`src/rtl/core/aaip_pkg.sv`:
```
`default_nettype none
// ============================================================================
// aaip_pkg - shared types and constants of the advertising interval policy
// Mode codes, register map, reset values and the cycle to interval mapping.
// ============================================================================
package aaip_pkg;

   // Advertising mode
   typedef enum logic [1:0] {
      MODE_SAFE       = 2'd0,
      MODE_FIXED      = 2'd1,
      MODE_MOVING     = 2'd2,
      MODE_STATIONARY = 2'd3
   } mode_type;

   // Operation codes of the request word
   localparam logic OP_START  = 1'b0;
   localparam logic OP_SAMPLE = 1'b1;

   // Register map, index = byte address / 4
   localparam int unsigned CSR_ADDR_W = 5;
   localparam int unsigned CSR_DATA_W = 32;
   typedef enum logic [2:0] {
      REG_ADAPTIVE_POLICY     = 3'd0,
      REG_SAFE_MODE           = 3'd1,
      REG_MOVING_CYCLE_MS     = 3'd2,
      REG_STATIONARY_CYCLE_MS = 3'd3,
      REG_QUIET_TIMEOUT_MS    = 3'd4,
      REG_MOTION_THRESHOLD_MG = 3'd5,
      REG_TEMP_DELTA_X100     = 3'd6,
      REG_UNUSED              = 3'd7
   } reg_index_type;

   // Register reset values
   localparam logic        RST_ADAPTIVE_POLICY     = 1'b1;
   localparam logic        RST_SAFE_MODE           = 1'b0;
   localparam logic [15:0] RST_MOVING_CYCLE_MS     = 16'd1000;
   localparam logic [15:0] RST_STATIONARY_CYCLE_MS = 16'd3000;
   localparam logic [31:0] RST_QUIET_TIMEOUT_MS    = 32'd300000;
   localparam logic [15:0] RST_MOTION_THRESHOLD_MG = 16'd25;
   localparam logic [15:0] RST_TEMP_DELTA_X100     = 16'd50;

   // Timing constants
   localparam int unsigned TIME_W          = 48;
   localparam int unsigned QUIET_US_W      = 42;    // 32-bit ms times 1000
   localparam logic [9:0]  US_PER_MS       = 10'd1000;
   localparam logic [15:0] SAFE_CYCLE_MS   = 16'd10000;
   localparam logic [15:0] MIN_MOVING_MS   = 16'd100;

   // Interval mapping: units = cycle * 8 / 5, saturated
   localparam logic [14:0] MAX_INTERVAL_UNITS = 15'h4000;
   localparam logic [15:0] UNITS_SAT_CYCLE    = 16'd10240;  // 10240 * 8 / 5 = 0x4000
   localparam logic [15:0] DIV5_RECIP         = 16'hCCCD;   // ceil(2^18 / 5)
   localparam int unsigned DIV5_SHIFT         = 18;

   // Cycle in ms to advertising interval in 0.625 ms units.
   // Divide by 5 through the reciprocal; exact for dividends below 2^18.
   function automatic logic [14:0] interval_units(input logic [15:0] cycle_ms);
      logic [16:0] times8;
      logic [32:0] scaled;
      begin
         times8 = {cycle_ms, 1'b0} << 2;
         scaled = {16'd0, times8} * {17'd0, DIV5_RECIP};
         if (cycle_ms >= UNITS_SAT_CYCLE) begin
            interval_units = MAX_INTERVAL_UNITS;
         end else begin
            interval_units = scaled[DIV5_SHIFT +: 15];
         end
      end
   endfunction

endpackage
`default_nettype wire

```
`src/rtl/core/adaptive_advert_interval_policy.sv`:
```
`default_nettype none
// ============================================================================
// adaptive_advert_interval_policy - moving/stationary advertising cadence
// Start and sample words drive the advertising mode and cycle length.
// ============================================================================
// Each request word is processed combinationally and its response word is
// registered: a word can be accepted every cycle, and the response appears on
// the cycle after acceptance. The single stage is set by the 48-bit quiet-time
// subtract and compare feeding the mode update and the divide-by-5 of the
// interval mapping. The response register holds while rsp_stall is high and
// req_stall follows it, so back-to-back words pass when the output is taken.
// A start word (operation 0) picks safe, fixed or moving mode from the
// registers; sample words (operation 1) run the moving/stationary policy.
// Cycle registers take effect at the next start or mode change. The quiet
// timeout is converted to microseconds when written over the APB port.

module adaptive_advert_interval_policy (
   input  wire logic                           clock,
   input  wire logic                           reset,
   // request channel
   input  wire logic                           req_valid,
   output logic                                req_stall,
   input  wire logic                           req_operation,
   input  wire logic [47:0]                    req_now_us,
   input  wire logic [15:0]                    req_rms_level_mg,
   input  wire logic signed [15:0]             req_temp_one_x100,
   input  wire logic signed [15:0]             req_temp_two_x100,
   // response channel
   output logic                                rsp_valid,
   input  wire logic                           rsp_stall,
   output logic [1:0]                          rsp_mode,
   output logic [15:0]                         rsp_cycle_ms,
   output logic [14:0]                         rsp_interval_units,
   output logic                                rsp_interval_changed,
   // configuration port
   input  wire logic                           csr_psel,
   input  wire logic                           csr_penable,
   input  wire logic                           csr_pwrite,
   input  wire logic [aaip_pkg::CSR_ADDR_W-1:0] csr_paddr,
   input  wire logic [aaip_pkg::CSR_DATA_W-1:0] csr_pwdata,
   output logic [aaip_pkg::CSR_DATA_W-1:0]      csr_prdata,
   output logic                                csr_pready
);

   // ---------------------------------------------------------------------
   // Configuration registers
   // ---------------------------------------------------------------------
   logic                              adaptive_policy_ff;
   logic                              safe_mode_ff;
   logic [15:0]                       moving_cycle_ms_ff;
   logic [15:0]                       stationary_cycle_ms_ff;
   logic [31:0]                       quiet_timeout_ms_ff;
   logic [aaip_pkg::QUIET_US_W-1:0]   quiet_timeout_us_ff;
   logic [15:0]                       motion_threshold_mg_ff;
   logic [15:0]                       temp_delta_x100_ff;

   logic                              csr_write;
   aaip_pkg::reg_index_type           csr_index;
   logic [aaip_pkg::QUIET_US_W-1:0]   quiet_us_in;

   assign csr_pready = 1'b1;
   assign csr_write  = csr_psel & csr_penable & csr_pwrite;
   assign csr_index  = aaip_pkg::reg_index_type'(csr_paddr[4:2]);
   assign quiet_us_in = {10'd0, csr_pwdata} * {32'd0, aaip_pkg::US_PER_MS};

   always_ff @(posedge clock) begin
      if (reset) begin
         adaptive_policy_ff     <= aaip_pkg::RST_ADAPTIVE_POLICY;
         safe_mode_ff           <= aaip_pkg::RST_SAFE_MODE;
         moving_cycle_ms_ff     <= aaip_pkg::RST_MOVING_CYCLE_MS;
         stationary_cycle_ms_ff <= aaip_pkg::RST_STATIONARY_CYCLE_MS;
         quiet_timeout_ms_ff    <= aaip_pkg::RST_QUIET_TIMEOUT_MS;
         quiet_timeout_us_ff    <= {10'd0, aaip_pkg::RST_QUIET_TIMEOUT_MS}
                                   * {32'd0, aaip_pkg::US_PER_MS};
         motion_threshold_mg_ff <= aaip_pkg::RST_MOTION_THRESHOLD_MG;
         temp_delta_x100_ff     <= aaip_pkg::RST_TEMP_DELTA_X100;
      end else if (csr_write) begin
         unique case (csr_index)
            aaip_pkg::REG_ADAPTIVE_POLICY:     adaptive_policy_ff <= csr_pwdata[0];
            aaip_pkg::REG_SAFE_MODE:           safe_mode_ff <= csr_pwdata[0];
            aaip_pkg::REG_MOVING_CYCLE_MS:     moving_cycle_ms_ff <= csr_pwdata[15:0];
            aaip_pkg::REG_STATIONARY_CYCLE_MS: stationary_cycle_ms_ff <= csr_pwdata[15:0];
            aaip_pkg::REG_QUIET_TIMEOUT_MS: begin
               quiet_timeout_ms_ff <= csr_pwdata;
               quiet_timeout_us_ff <= quiet_us_in;
            end
            aaip_pkg::REG_MOTION_THRESHOLD_MG: motion_threshold_mg_ff <= csr_pwdata[15:0];
            aaip_pkg::REG_TEMP_DELTA_X100:     temp_delta_x100_ff <= csr_pwdata[15:0];
            default: ;
         endcase
      end
   end

   // readback
   always_comb begin
      unique case (csr_index)
         aaip_pkg::REG_ADAPTIVE_POLICY:     csr_prdata = {31'd0, adaptive_policy_ff};
         aaip_pkg::REG_SAFE_MODE:           csr_prdata = {31'd0, safe_mode_ff};
         aaip_pkg::REG_MOVING_CYCLE_MS:     csr_prdata = {16'd0, moving_cycle_ms_ff};
         aaip_pkg::REG_STATIONARY_CYCLE_MS: csr_prdata = {16'd0, stationary_cycle_ms_ff};
         aaip_pkg::REG_QUIET_TIMEOUT_MS:    csr_prdata = quiet_timeout_ms_ff;
         aaip_pkg::REG_MOTION_THRESHOLD_MG: csr_prdata = {16'd0, motion_threshold_mg_ff};
         aaip_pkg::REG_TEMP_DELTA_X100:     csr_prdata = {16'd0, temp_delta_x100_ff};
         default:                           csr_prdata = '0;
      endcase
   end

   // ---------------------------------------------------------------------
   // Policy state
   // ---------------------------------------------------------------------
   aaip_pkg::mode_type    mode_ff, mode_in;
   logic [15:0]           cycle_ms_ff, cycle_ms_in;
   logic [47:0]           last_active_us_ff, last_active_us_in;
   logic signed [15:0]    ref_temp_one_ff, ref_temp_one_in;
   logic signed [15:0]    ref_temp_two_ff, ref_temp_two_in;
   logic                  ref_valid_ff, ref_valid_in;
   logic                  changed_in;

   logic                  req_accept;
   logic                  rsp_valid_ff;
   logic [1:0]            rsp_mode_ff;
   logic [15:0]           rsp_cycle_ms_ff;
   logic [14:0]           rsp_units_ff;
   logic                  rsp_changed_ff;

   // clamped cycle lengths
   logic [15:0]           eff_moving_ms;
   logic [15:0]           eff_stationary_ms;
   assign eff_moving_ms     = (moving_cycle_ms_ff < aaip_pkg::MIN_MOVING_MS)
                              ? aaip_pkg::MIN_MOVING_MS : moving_cycle_ms_ff;
   assign eff_stationary_ms = (stationary_cycle_ms_ff < eff_moving_ms)
                              ? eff_moving_ms : stationary_cycle_ms_ff;

   // motion and temperature events
   logic                  motion;
   logic signed [16:0]    diff_one, diff_two;
   logic [16:0]           abs_one, abs_two;
   logic                  temp_wake;
   assign motion   = req_rms_level_mg >= motion_threshold_mg_ff;
   assign diff_one = 17'(req_temp_one_x100) - 17'(ref_temp_one_ff);
   assign diff_two = 17'(req_temp_two_x100) - 17'(ref_temp_two_ff);
   assign abs_one  = diff_one[16] ? 17'(-diff_one) : 17'(diff_one);
   assign abs_two  = diff_two[16] ? 17'(-diff_two) : 17'(diff_two);
   assign temp_wake = ref_valid_ff &&
                      ((abs_one >= {1'b0, temp_delta_x100_ff}) ||
                       (abs_two >= {1'b0, temp_delta_x100_ff}));

   // quiet time: borrow bit flags time running backwards
   logic [48:0]           elapsed_us;
   logic                  quiet_expired;
   assign elapsed_us    = {1'b0, req_now_us} - {1'b0, last_active_us_ff};
   assign quiet_expired = !elapsed_us[48] &&
                          (elapsed_us[47:0] >= {6'd0, quiet_timeout_us_ff});

   // next state
   always_comb begin
      mode_in           = mode_ff;
      cycle_ms_in       = cycle_ms_ff;
      last_active_us_in = last_active_us_ff;
      ref_temp_one_in   = ref_temp_one_ff;
      ref_temp_two_in   = ref_temp_two_ff;
      ref_valid_in      = ref_valid_ff;
      changed_in        = 1'b0;
      if (req_operation == aaip_pkg::OP_START) begin
         priority if (safe_mode_ff) begin
            mode_in     = aaip_pkg::MODE_SAFE;
            cycle_ms_in = aaip_pkg::SAFE_CYCLE_MS;
         end else if (!adaptive_policy_ff) begin
            mode_in     = aaip_pkg::MODE_FIXED;
            cycle_ms_in = eff_moving_ms;
         end else begin
            mode_in     = aaip_pkg::MODE_MOVING;
            cycle_ms_in = eff_moving_ms;
         end
         last_active_us_in = req_now_us;
         ref_valid_in      = 1'b0;
      end else begin
         unique case (mode_ff)
            aaip_pkg::MODE_MOVING: begin
               ref_temp_one_in = req_temp_one_x100;
               ref_temp_two_in = req_temp_two_x100;
               ref_valid_in    = 1'b1;
               if (motion) begin
                  last_active_us_in = req_now_us;
               end else if (quiet_expired) begin
                  mode_in     = aaip_pkg::MODE_STATIONARY;
                  cycle_ms_in = eff_stationary_ms;
                  changed_in  = eff_stationary_ms != cycle_ms_ff;
               end
            end
            aaip_pkg::MODE_STATIONARY: begin
               if (motion || temp_wake) begin
                  last_active_us_in = req_now_us;
                  mode_in     = aaip_pkg::MODE_MOVING;
                  cycle_ms_in = eff_moving_ms;
                  changed_in  = eff_moving_ms != cycle_ms_ff;
               end
            end
            default: ;   // safe and fixed ignore samples
         endcase
      end
   end

   // handshake: output register parts the channels
   assign req_stall  = rsp_valid_ff & rsp_stall;
   assign req_accept = req_valid & ~req_stall;

   always_ff @(posedge clock) begin
      if (reset) begin
         mode_ff           <= aaip_pkg::MODE_SAFE;
         cycle_ms_ff       <= aaip_pkg::SAFE_CYCLE_MS;
         last_active_us_ff <= '0;
         ref_temp_one_ff   <= '0;
         ref_temp_two_ff   <= '0;
         ref_valid_ff      <= 1'b0;
      end else if (req_accept) begin
         mode_ff           <= mode_in;
         cycle_ms_ff       <= cycle_ms_in;
         last_active_us_ff <= last_active_us_in;
         ref_temp_one_ff   <= ref_temp_one_in;
         ref_temp_two_ff   <= ref_temp_two_in;
         ref_valid_ff      <= ref_valid_in;
      end
   end

   // response valid
   always_ff @(posedge clock) begin
      if (reset) begin
         rsp_valid_ff <= 1'b0;
      end else if (req_accept) begin
         rsp_valid_ff <= 1'b1;
      end else if (!rsp_stall) begin
         rsp_valid_ff <= 1'b0;
      end
   end

   // response payload
   always_ff @(posedge clock) begin
      if (req_accept) begin
         rsp_mode_ff     <= mode_in;
         rsp_cycle_ms_ff <= cycle_ms_in;
         rsp_units_ff    <= aaip_pkg::interval_units(cycle_ms_in);
         rsp_changed_ff  <= changed_in;
      end
   end

   // outputs
   always_comb begin
      rsp_valid            = rsp_valid_ff;
      rsp_mode             = rsp_mode_ff;
      rsp_cycle_ms         = rsp_cycle_ms_ff;
      rsp_interval_units   = rsp_units_ff;
      rsp_interval_changed = rsp_changed_ff;
   end

endmodule
`default_nettype wire

```
`config.mk`:
```
export PLATFORM = sky130hd
export DESIGN_NAME = adaptive_advert_interval_policy
export DESIGN_NICKNAME = d
export VERILOG_FILES = /design/src/rtl/core/aaip_pkg.sv /design/src/rtl/core/adaptive_advert_interval_policy.sv
export SDC_FILE = /design/constraint.sdc
export NUM_CORES = 1
export LEC_CHECK = 0
export ABC_AREA = 1
export BUFFER_PORTS_ARGS = -buffer_cell sky130_fd_sc_hd__buf_4
export CORE_MARGIN = 8
export CORE_UTILIZATION = 50
export CTS_BUF_LIST = sky130_fd_sc_hd__clkbuf_8
export DETAILED_ROUTE_END_ITERATION = 8
export PLACE_DENSITY_LB_ADDON = 0.05
export SLEW_MARGIN = 20
export SYNTH_ARGS = -nofsm -noshare
export SYNTH_HDL_FRONTEND = slang
export SYNTH_SLANG_ARGS = --single-unit
```
`constraint.sdc`:
```
create_clock -name clock -period 14.05 [get_ports clock]
set_clock_uncertainty 0.05 [all_clocks]
set_input_delay 2.1075 -clock clock [delete_from_list [all_inputs] [get_ports clock]]
set_output_delay 2.1075 -clock clock [all_outputs]
set_load 0.05 [all_outputs]
```
==> results of run 1 <==
[cell usage after synthesis, types with 8 or more instances]
master,instances,share of area (%)
a211oi_1,8,0.21
a21oi_1,416,7.3
a221oi_1,21,0.65
a31oi_1,22,0.48
buf_1,8,0.11
clkbuf_1,73,0.96
dfxtp_1,235,17
edfxtp_1,34,3.6
fa_1,175,12
ha_1,374,16
inv_1,643,8.5
inv_2,28,0.37
nand2_1,724,9.6
nand2_2,17,0.37
nand3_1,145,2.6
nand3b_1,13,0.34
nand4_1,34,0.75
nor2_1,298,3.9
nor2_2,22,0.48
nor3_1,35,0.62
nor4_1,10,0.22
o211ai_1,37,0.98
o21a_1,14,0.37
o21ai_0,315,5.6
o21ai_1,12,0.21
o21bai_1,13,0.34
o22ai_1,23,0.51
xnor2_1,40,1.2
xor2_1,75,2.3
[state kept, by name (all words and copies together), names as in the netlist]
name	cells
cycle_ms_ff	16
motion_threshold_mg_ff	16
last_active_us_ff	48
ref_valid_ff	1
safe_mode_ff	1
mode_ff	2
ref_temp_one_ff	16
moving_cycle_ms_ff	16
ref_temp_two_ff	16
rsp_interval_units	15
rsp_mode	2
rsp_cycle_ms	16
stationary_cycle_ms_ff	16
rsp_valid	1
quiet_timeout_us_ff	37
temp_delta_x100_ff	16
adaptive_policy_ff	1
rsp_interval_changed	1
quiet_timeout_ms_ff	32
[critical path: cells and delay by family]
family | cells | cell delay [ns]
xor gates and xnor gates | 1 | 0.16
adders and majority gates | 10 | 4.03
buffers and inverters | 9 | 0.70
and+or+nand+nor | 23 | 2.25
AOI/OAI and AO/OA | 11 | 2.61
[power breakdown]
part / total [W] / switching, W / internal [W]
combinational: 0.00380 / 0.00241 / 0.00139
sequential: 0.000895 / 0.0000205 / 0.000874
clock: 0.000798 / 0.000374 / 0.000424
[cell families (layout without fill, tap and decap cells)]
kind of cell	count (synthesis)	count (layout)	share of synthesized area [%]
compound gates	916	916	17.7
xor+xnor	115	115	3.55
fa+ha+maj	549	549	28.8
buf+inv	765	985	10.2
flops	269	269	20.2
other cells	1	2	0.0132
simple gates	1321	1321	19.5
[layout make-up]
type	instances	area share (%)
clock buffers	63	2.74
repair buffers	221	5.24
flip-flops and latches	269	18.1
diodes	1	0.00790
well taps	756	2.99
clock inverters	27	0.533
inverters	674	7.99
multi-input cells	2902	62.4
[through the flow]
step                      power [W]  setup slack (ns)  instances  hold WS (ns)
after detailed placement    0.00471              1.88       4822         0.397
after floorplan             0.00377              3.46       3936         0.379
after global placement      0.00468              2.01       4822         0.390
final                       0.00550              2.53       4913         0.405
after CTS                   0.00555              2.60       4912         0.408
after global routing        0.00613              1.70       4913         0.424
[worst max-delay path by stage]
stage,from,endpoint,slack (ns),depth (start not counted)
CTS,req_temp_two_x100[0],rsp_interval_units[10],2.60,54
detailed placement,req_temp_two_x100[0],rsp_interval_units[10],1.88,54
finish,req_temp_two_x100[0],rsp_interval_units[12],2.53,54
global placement,req_temp_two_x100[0],rsp_interval_units[12],2.01,54
floorplan,req_temp_one_x100[0],rsp_interval_units[12],3.46,57
global route,req_temp_two_x100[0],rsp_interval_units[12],1.70,49
[metal layers]
layer | share of wire, % | vias to the layer above | GRT usage [%]
li1 | - | 13300 | -
met1 | 44 | 11900 | 31.3
met2 | 49 | 538 | 44.4
met3 | 4.7 | 118 | 2.90
met4 | 2.3 | 0 | 6.31
met5 | 0 | - | 0
==> flow_metrics.py, run 1 <==
metrics = {
    "detailed_routing": {
        "avgViaCountPerCell": 5.27,
        "drtIter0Drc": 1445,
        "wire_per_inst_um": 16.3,
        "firstDrtPassIters": 6,
        "drc_errors": 0,
        "ant_nets": 0,
        "vias": 25900,
        "routed_wl_mm": 79.9,
    },
    "layout": {
        "final_core_util_pct": 56.3,
        "final_area_um2": 31700,
        "final_cell_mix": "nand2_1, inv_1, a21oi_1",
        "drive_gt1_share_pct": 9.46,
        "fillers": 5679,
        "multi_input_area_um2": 19800,
        "fin_nets": 4809,
        "area_delta_synth_final_pct": 11.6,
        "layout_commonest_cell": "nand2_1",
        "seq_area_um2": 5730,
    },
    "floorplan": {
        "start_util_pct": 50.5,
        "fp.dieArea_um2": 64700,
        "fp.dieH_um": 254,
        "core_um2": 56300,
        "die_w_um": 254,
        "rows": 87,
        "io_pins": 210,
    },
    "power_and_ir_drop": {
        "p_leak_nw": 15.5,
        "ir_worst_vdd_mv": 0.223,
        "powerDensity_nw_per_um2": 173,
    },
    "logic_synthesis": {
        "yosysWarnings": 0,
        "ys_ff_latch": 269,
        "ys_seq_area_share_pct": 20.2,
        "syn_inst": 3936,
        "syn_area_per_cell_um2": 7.21,
        "ys.flop_type": "dfxtp_1",
        "ys_async_sr_fraction_pct": 0,
        "synth-edff-count": 34,
        "synthesis.area_um2": 28400,
        "syn-num-nets": 4626,
        "post_synth_num_cell_types": 62,
    },
    "worst_setup_path": {
        "arrival_ns": 11.88,
        "reg2reg_depth": 52,
        "slowest_delay_ns": 0.74,
        "critPathKind": "input pin to flip-flop",
        "ff2ff_setup_slack_ns": 3.80,
        "cp.required_ns": 14.41,
        "worstSetupEndpointType": "flip-flop",
        "reg2reg_from": "ref_temp_two_ff[0]",
        "critPathSlowestCell": "o22ai_1",
        "crit_top_cell": "nand2_1",
        "start_kind": "input pin",
        "cp_max_fo": 28,
        "r2r-end": "rsp_interval_units[12]",
    },
    "sta": {
        "final-hold-violation-count": 0,
        "fmax_ghz": 0.0868,
        "fin_crit_ns": 11.52,
        "setup_viol": 0,
        "fin_tns_setup_ns": 0,
        "grt_setup_unrepaired": "no",
        "drv_slew": 0,
        "period_share_pct": 82.0,
        "max-slew-margin-rel_pct": 30.0,
        "worst_slew_pin_slew_ns": 1.05,
    },
    "clocking": {
        "h-tree-depth": 2,
        "root_buffer": "clkbuf_8",
        "clk_pin_slew_ns": 0.06,
        "cts_resized": 0,
        "cts_sinks": 269,
        "cts_setup_buffers": 0,
        "hold_buffers": 0,
        "cts_tree": "built",
        "cts_made_buffers": 51,
        "clockBufferDepth": 3,
        "clock_latency_ns": 0.67,
    },
    "global_route": {
        "overflow": 0,
        "antenna_found_initial": 1,
        "grt.total_usage_pct": 24.7,
        "grt_pass1_wl_mm": 130,
        "grt_start_max_net_pins": 102,
        "grt_pass1_vias": 25300,
    },
    "flow_run": {
        "max_cap_viol_count": 0,
    },
    "placed_design": {
        "place_area_um2": 30600,
        "hpwlAfterDp_mm": 63.8,
        "gp_congestion": 0.942,
        "portBuffers": 206,
    },
    "worst_hold_path": {
        "hold_path_end": "last_active_us_ff[7]",
        "hp-start": "last_active_us_ff[7]",
        "whs_path_depth": 2,
        "min_path_type": "flip-flop to flip-flop",
    },
    "status": {
        "status": "finished clean",
    },
}
No activity file was read; power rests on OpenSTA's default activity.
==> run 2, diff against run 1 <==
==> constraint.sdc (replaced) <==
create_clock -name clock -period 11.5 [get_ports clock]
set_clock_uncertainty 0.05 [all_clocks]
set_input_delay 1.725 -clock clock [delete_from_list [all_inputs] [get_ports clock]]
set_output_delay 1.725 -clock clock [all_outputs]
set_load 0.05 [all_outputs]
==> run 2 against run 1 <==
  * Cell area rose by 0.75%
  * Worst setup slack worse by 1.5 ns
  * First-iteration DRC count is 3.5% higher
  * Via count about the same
  * Count of clock-buffer cells in the layout is 2 higher
  * Sequential share of layout area decreased by 0.13 points
  * Total power increased by 23%
  * Critical endpoint unchanged
==> flow_metrics.py, run 2 (synthesis results as in run 1) <==
metrics = {
    "clocking": {
        "cts_sinks": 269,
        "clockBufferDepth": 3,
        "cts_made_buffers": 54,
        "clock_latency_ns": 0.68,
        "hold_buffers": 0,
        "cts_tree": "built",
        "h-tree-depth": 2,
        "root_buffer": "clkbuf_8",
        "clk_pin_slew_ns": 0.05,
    },
    "sta": {
        "worst_slew_pin_slew_ns": 1.06,
        "finalWorstSetupSlack_ns": 0.999,
        "setup_viol": 0,
        "period_share_pct": 91.3,
        "max-slew-margin-rel_pct": 29.4,
        "fin_crit_ns": 10.50,
        "fin_tns_setup_ns": 0,
        "drv_slew": 0,
        "whs_ns": 0.403,
        "final-hold-violation-count": 0,
        "fmax_ghz": 0.0952,
        "grt_setup_unrepaired": "no",
    },
    "layout": {
        "fillers": 5677,
        "fin_nets": 4826,
        "largest_register": "last_active_us_ff",
        "final_core_util_pct": 56.7,
        "final_area_um2": 31900,
        "seq_area_um2": 5730,
        "area_delta_synth_final_pct": 12.4,
        "final_cell_mix": "nand2_1, inv_1, a21oi_1",
        "drive_gt1_share_pct": 9.91,
        "largest_register_ffs": 48,
        "top_regs": "last_active_us_ff (48), quiet_timeout_us_ff (37), quiet_timeout_ms_ff (32)",
        "layout_commonest_cell": "nand2_1",
        "multi_input_area_um2": 19800,
    },
    "floorplan": {
        "die_w_um": 254,
        "io_pins": 210,
        "fp.dieArea_um2": 64700,
        "start_util_pct": 50.5,
        "fp.dieH_um": 254,
        "core_um2": 56300,
        "rows": 87,
    },
    "global_route": {
        "grt_pass1_wl_mm": 129,
        "grt.total_usage_pct": 24.4,
        "grt_pass1_vias": 25500,
        "overflow": 0,
        "grt_start_max_net_pins": 111,
        "antenna_found_initial": 0,
    },
    "detailed_routing": {
        "avgViaCountPerCell": 5.24,
        "routed_wl_mm": 78.9,
        "ant_nets": 0,
        "drc_errors": 0,
        "firstDrtPassIters": 5,
        "wire_per_inst_um": 16.0,
        "drtIter0Drc": 1496,
        "vias": 25900,
    },
    "worst_setup_path": {
        "critPathSlowestCell": "fa_1",
        "worstSetupStartpoint": "req_temp_one_x100[0]",
        "slowest_delay_ns": 0.57,
        "arrival_ns": 10.88,
        "cp.required_ns": 11.88,
        "cp_max_fo": 25,
        "start_kind": "input pin",
        "crit_top_cell": "nand2_1",
        "worstSetupEndpointType": "flip-flop",
        "critPathKind": "input pin to flip-flop",
        "reg2reg_from": "ref_temp_one_ff[0]",
    },
    "worst_hold_path": {
        "min_path_type": "flip-flop to flip-flop",
        "hp-start": "last_active_us_ff[11]",
    },
    "power_and_ir_drop": {
        "p_leak_nw": 15.6,
        "ir_worst_vdd_mv": 0.273,
        "powerDensity_nw_per_um2": 212,
    },
    "placed_design": {
        "dp_slack_ns": 0.349,
        "gp_congestion": 0.924,
        "place_area_um2": 30800,
        "portBuffers": 206,
        "hpwlAfterDp_mm": 63.2,
    },
    "status": {
        "status": "finished clean",
    },
    "flow_run": {
        "max_cap_viol_count": 0,
    },
}
run 2: changes by cell type in the layout (fill, tap and decap cells not counted), sizes merged:
cell | previous run | this run
bufinv | 1 | 3
clkbuf | 63 | 65
inv | 688 | 689
buf | 221 | 235
clkinv | 12 | 15
run 2: cell type report:
class | instances | share of cell area (%)
clock buffer | 65 | 2.80
timing repair buffer | 235 | 5.57
multi-input combinational | 2902 | 62.0
sequential | 269 | 17.9
clock inverter | 33 | 0.780
tap | 756 | 2.96
inverter | 674 | 7.93
antenna | 1 | 0.00784
run 2: worst max-delay path: cells and delay by family:
kind / cells / cell delay (ns)
buffers and inverters: 10 / 0.86
xor gates and xnor gates: 1 / 0.15
adders and majority gates: 10 / 4.05
and+or+nand+nor: 24 / 2.25
AOI/OAI and AO/OA: 11 / 1.82
run 2: final timing paths:
path	cells past startpoint	slack, ns	to
worst max-delay path	56	1.0	rsp_interval_units[12]
worst min-delay path	2	0.40	last_active_us_ff[11]
worst max register to register	54	1.89	rsp_interval_units[12]
worst min register to register	2	0.40	last_active_us_ff[11]
run 2: stage by stage:
step	total power, W	cells
final	0.00678	4935
after CTS	0.00683	4934
after global placement	0.00572	4836
after floorplan	0.00460	3936
after global routing	0.00755	4934
after detailed placement	0.00573	4836
run 2: metal layers:
metal / up-vias / GRT usage (%) / share of wire, %
met2: 543 / 43.0 / 48
met5: - / 0 / 0
li1: 13400 / - / -
met4: 0 / 7.93 / 3.1
met3: 128 / 2.94 / 4.8
met1: 11800 / 30.9 / 44
run 2: repair_timing:
action / 4_1_cts / 5_1_grt
endpoints found under the hold margin: 0 / 0
resized for setup: 0 / 1
endpoints found under the setup margin: 0 / 2
buffers inserted: 0 / 0
run 2: report_power, final:
part / switching, W / internal [W] / leakage [nW]
logic: 0.00293 / 0.00170 / 12.7
clock network: 0.000469 / 0.000583 / 0.651
registers: 0.0000250 / 0.00107 / 2.25
==> run 3, diff against run 2 <==
--- a/config.mk
+++ b/config.mk
@@ -8,7 +8,7 @@
 export ABC_AREA = 1
 export BUFFER_PORTS_ARGS = -buffer_cell sky130_fd_sc_hd__buf_4
 export CORE_MARGIN = 8
-export CORE_UTILIZATION = 50
+export CORE_UTILIZATION = 45
 export CTS_BUF_LIST = sky130_fd_sc_hd__clkbuf_8
 export DETAILED_ROUTE_END_ITERATION = 8
 export PLACE_DENSITY_LB_ADDON = 0.05
==> run 3 against run 2 <==
  * Total power increased by 0.52%
  * Clock power increased by 4%
  * Critical path depth unchanged
  * Largest power group unchanged
  * Maximum frequency decreased by 1.0%
  * Critical path type unchanged
==> flow_metrics.py, run 3 (synthesis results as in run 1) <==
metrics = {
    "status": {
        "status": "finished clean",
    },
    "clocking": {
        "cts_made_buffers": 53,
        "clock_latency_ns": 0.68,
        "clk_pin_slew_ns": 0.05,
        "root_buffer": "clkbuf_8",
        "cts_setup_buffers": 0,
        "h-tree-depth": 2,
        "cts_tree": "built",
        "clockBufferDepth": 3,
        "hold_buffers": 0,
        "cts_sinks": 269,
        "cts_resized": 0,
    },
    "floorplan": {
        "start_util_pct": 45.3,
        "core_um2": 62700,
        "io_pins": 210,
        "fp.dieArea_um2": 71400,
        "rows": 92,
        "fp.dieH_um": 267,
        "die_w_um": 267,
    },
    "sta": {
        "worst_slew_pin_slew_ns": 1.03,
        "fmax_ghz": 0.0943,
        "period_share_pct": 92.2,
        "max-slew-margin-rel_pct": 31.4,
        "setup_viol": 0,
        "fin_crit_ns": 10.61,
        "grt_setup_unrepaired": "no",
        "fin_tns_setup_ns": 0,
        "drv_slew": 0,
        "final-hold-violation-count": 0,
        "whs_ns": 0.406,
    },
    "global_route": {
        "use_met3_pct": 3.39,
        "grt_use_met2_pct": 41.2,
        "antenna_found_initial": 1,
        "grt_start_max_net_pins": 99,
        "grt_pass1_vias": 25900,
        "top_usage_layer": "met2",
        "grt.total_usage_pct": 23.1,
        "use_met1_pct": 28.4,
        "overflow": 0,
        "grt_pass1_wl_mm": 134,
    },
    "detailed_routing": {
        "drtIter0Drc": 1369,
        "vias": 25800,
        "wire_per_inst_um": 16.3,
        "firstDrtPassIters": 6,
        "routed_wl_mm": 81.9,
        "drc_errors": 0,
        "avgViaCountPerCell": 5.13,
        "ant_nets": 0,
    },
    "worst_hold_path": {
        "min_path_type": "flip-flop to flip-flop",
        "hp-start": "last_active_us_ff[40]",
        "hold_path_end": "last_active_us_ff[40]",
        "whs_path_depth": 2,
    },
    "worst_setup_path": {
        "worstSetupEndpointType": "flip-flop",
        "critPathKind": "input pin to flip-flop",
        "cp.required_ns": 11.88,
        "slowest_delay_ns": 0.55,
        "ff2ff_setup_slack_ns": 1.77,
        "arrival_ns": 10.99,
        "crit_top_cell": "nand2_1",
        "reg2reg_from": "ref_temp_one_ff[0]",
        "reg2reg_depth": 54,
        "r2r-end": "rsp_interval_units[12]",
        "cp_max_fo": 28,
        "critPathSlowestCell": "fa_1",
        "start_kind": "input pin",
    },
    "layout": {
        "largest_register": "last_active_us_ff",
        "area_delta_synth_final_pct": 12.9,
        "drive_gt1_share_pct": 9.93,
        "layout_commonest_cell": "nand2_1",
        "top_regs": "last_active_us_ff (48), quiet_timeout_us_ff (37), quiet_timeout_ms_ff (32)",
        "fin_nets": 4827,
        "final_cell_mix": "nand2_1, inv_1, a21oi_1",
        "largest_register_ffs": 48,
    },
    "placed_design": {
        "gp_congestion": 0.902,
        "hpwlAfterDp_mm": 65.5,
        "portBuffers": 206,
    },
    "power_and_ir_drop": {
        "p_leak_nw": 15.6,
        "ir_worst_vdd_mv": 0.244,
        "powerDensity_nw_per_um2": 213,
    },
    "flow_run": {
        "max_cap_viol_count": 0,
    },
}
## run 3: changes by cell type in the layout (fill, tap and decap cells not counted), sizes merged
cell	delta
clkbuf	-3
buf	+2
bufinv	+2
clkinv	-2
clkinvlp	+2
diode	+2
inv	-1
## run 3: layer usage
layer	part of all wire [%]	routed length, um
met1	43	35400
met2	49	40300
met3	4.4	3610
met4	3.1	2540
met5	0	0
## run 3: worst max-delay path by stage
stage | startpoint | to | cells past startpoint
6_report | req_temp_one_x100[0] | rsp_interval_units[12] | 56
5_1_grt | req_temp_two_x100[0] | rsp_interval_units[10] | 49
4_1_cts | req_temp_one_x100[0] | rsp_interval_units[10] | 56
3_5_place_dp | req_temp_one_x100[0] | rsp_interval_units[10] | 56
3_3_place_gp | req_temp_one_x100[0] | rsp_interval_units[10] | 56
2_1_floorplan | req_temp_one_x100[0] | rsp_interval_units[12] | 57
## run 3: critical path: cells and delay by family
family / cells / cell delay [ns]
buf+inv: 10 / 0.89
fa+ha+maj: 10 / 4.02
xor+xnor: 1 / 0.15
compound gates: 11 / 1.81
simple gates: 24 / 2.35
## run 3: cell type report
type | instances | area, um2
Clock inverter | 34 | 302
Antenna cell | 3 | 7.51
Timing Repair Buffer | 237 | 1790
Tap cell | 846 | 1060
Clock buffer | 62 | 853
Sequential cell | 269 | 5730
Fill cell | 6459 | 30700
Inverter | 674 | 2530
Multi-Input combinational cell | 2902 | 19800
## run 3: metrics by stage
stage | area (um2) | worst slack, ns | std cells | power [W] | utilization, %
2_1_floorplan | 28400 | 1.29 | 3936 | 0.00460 | -
3_3_place_gp | 30900 | 0.261 | 4928 | 0.00575 | 49.2
3_5_place_dp | 30900 | 0.219 | 4928 | 0.00575 | 49.2
4_1_cts | 32000 | 0.924 | 5024 | 0.00689 | 51.1
5_1_grt | 32100 | 0.0172 | 5027 | 0.00764 | 51.1
6_report | 32100 | 0.891 | 5027 | 0.00681 | 51.1
## run 3: power by group
group          switching (W)  internal, W  total, W
Sequential         0.0000248      0.00107   0.00109
Combinational        0.00292      0.00171   0.00463
Clock               0.000480     0.000606   0.00109
Total                0.00343      0.00338   0.00681
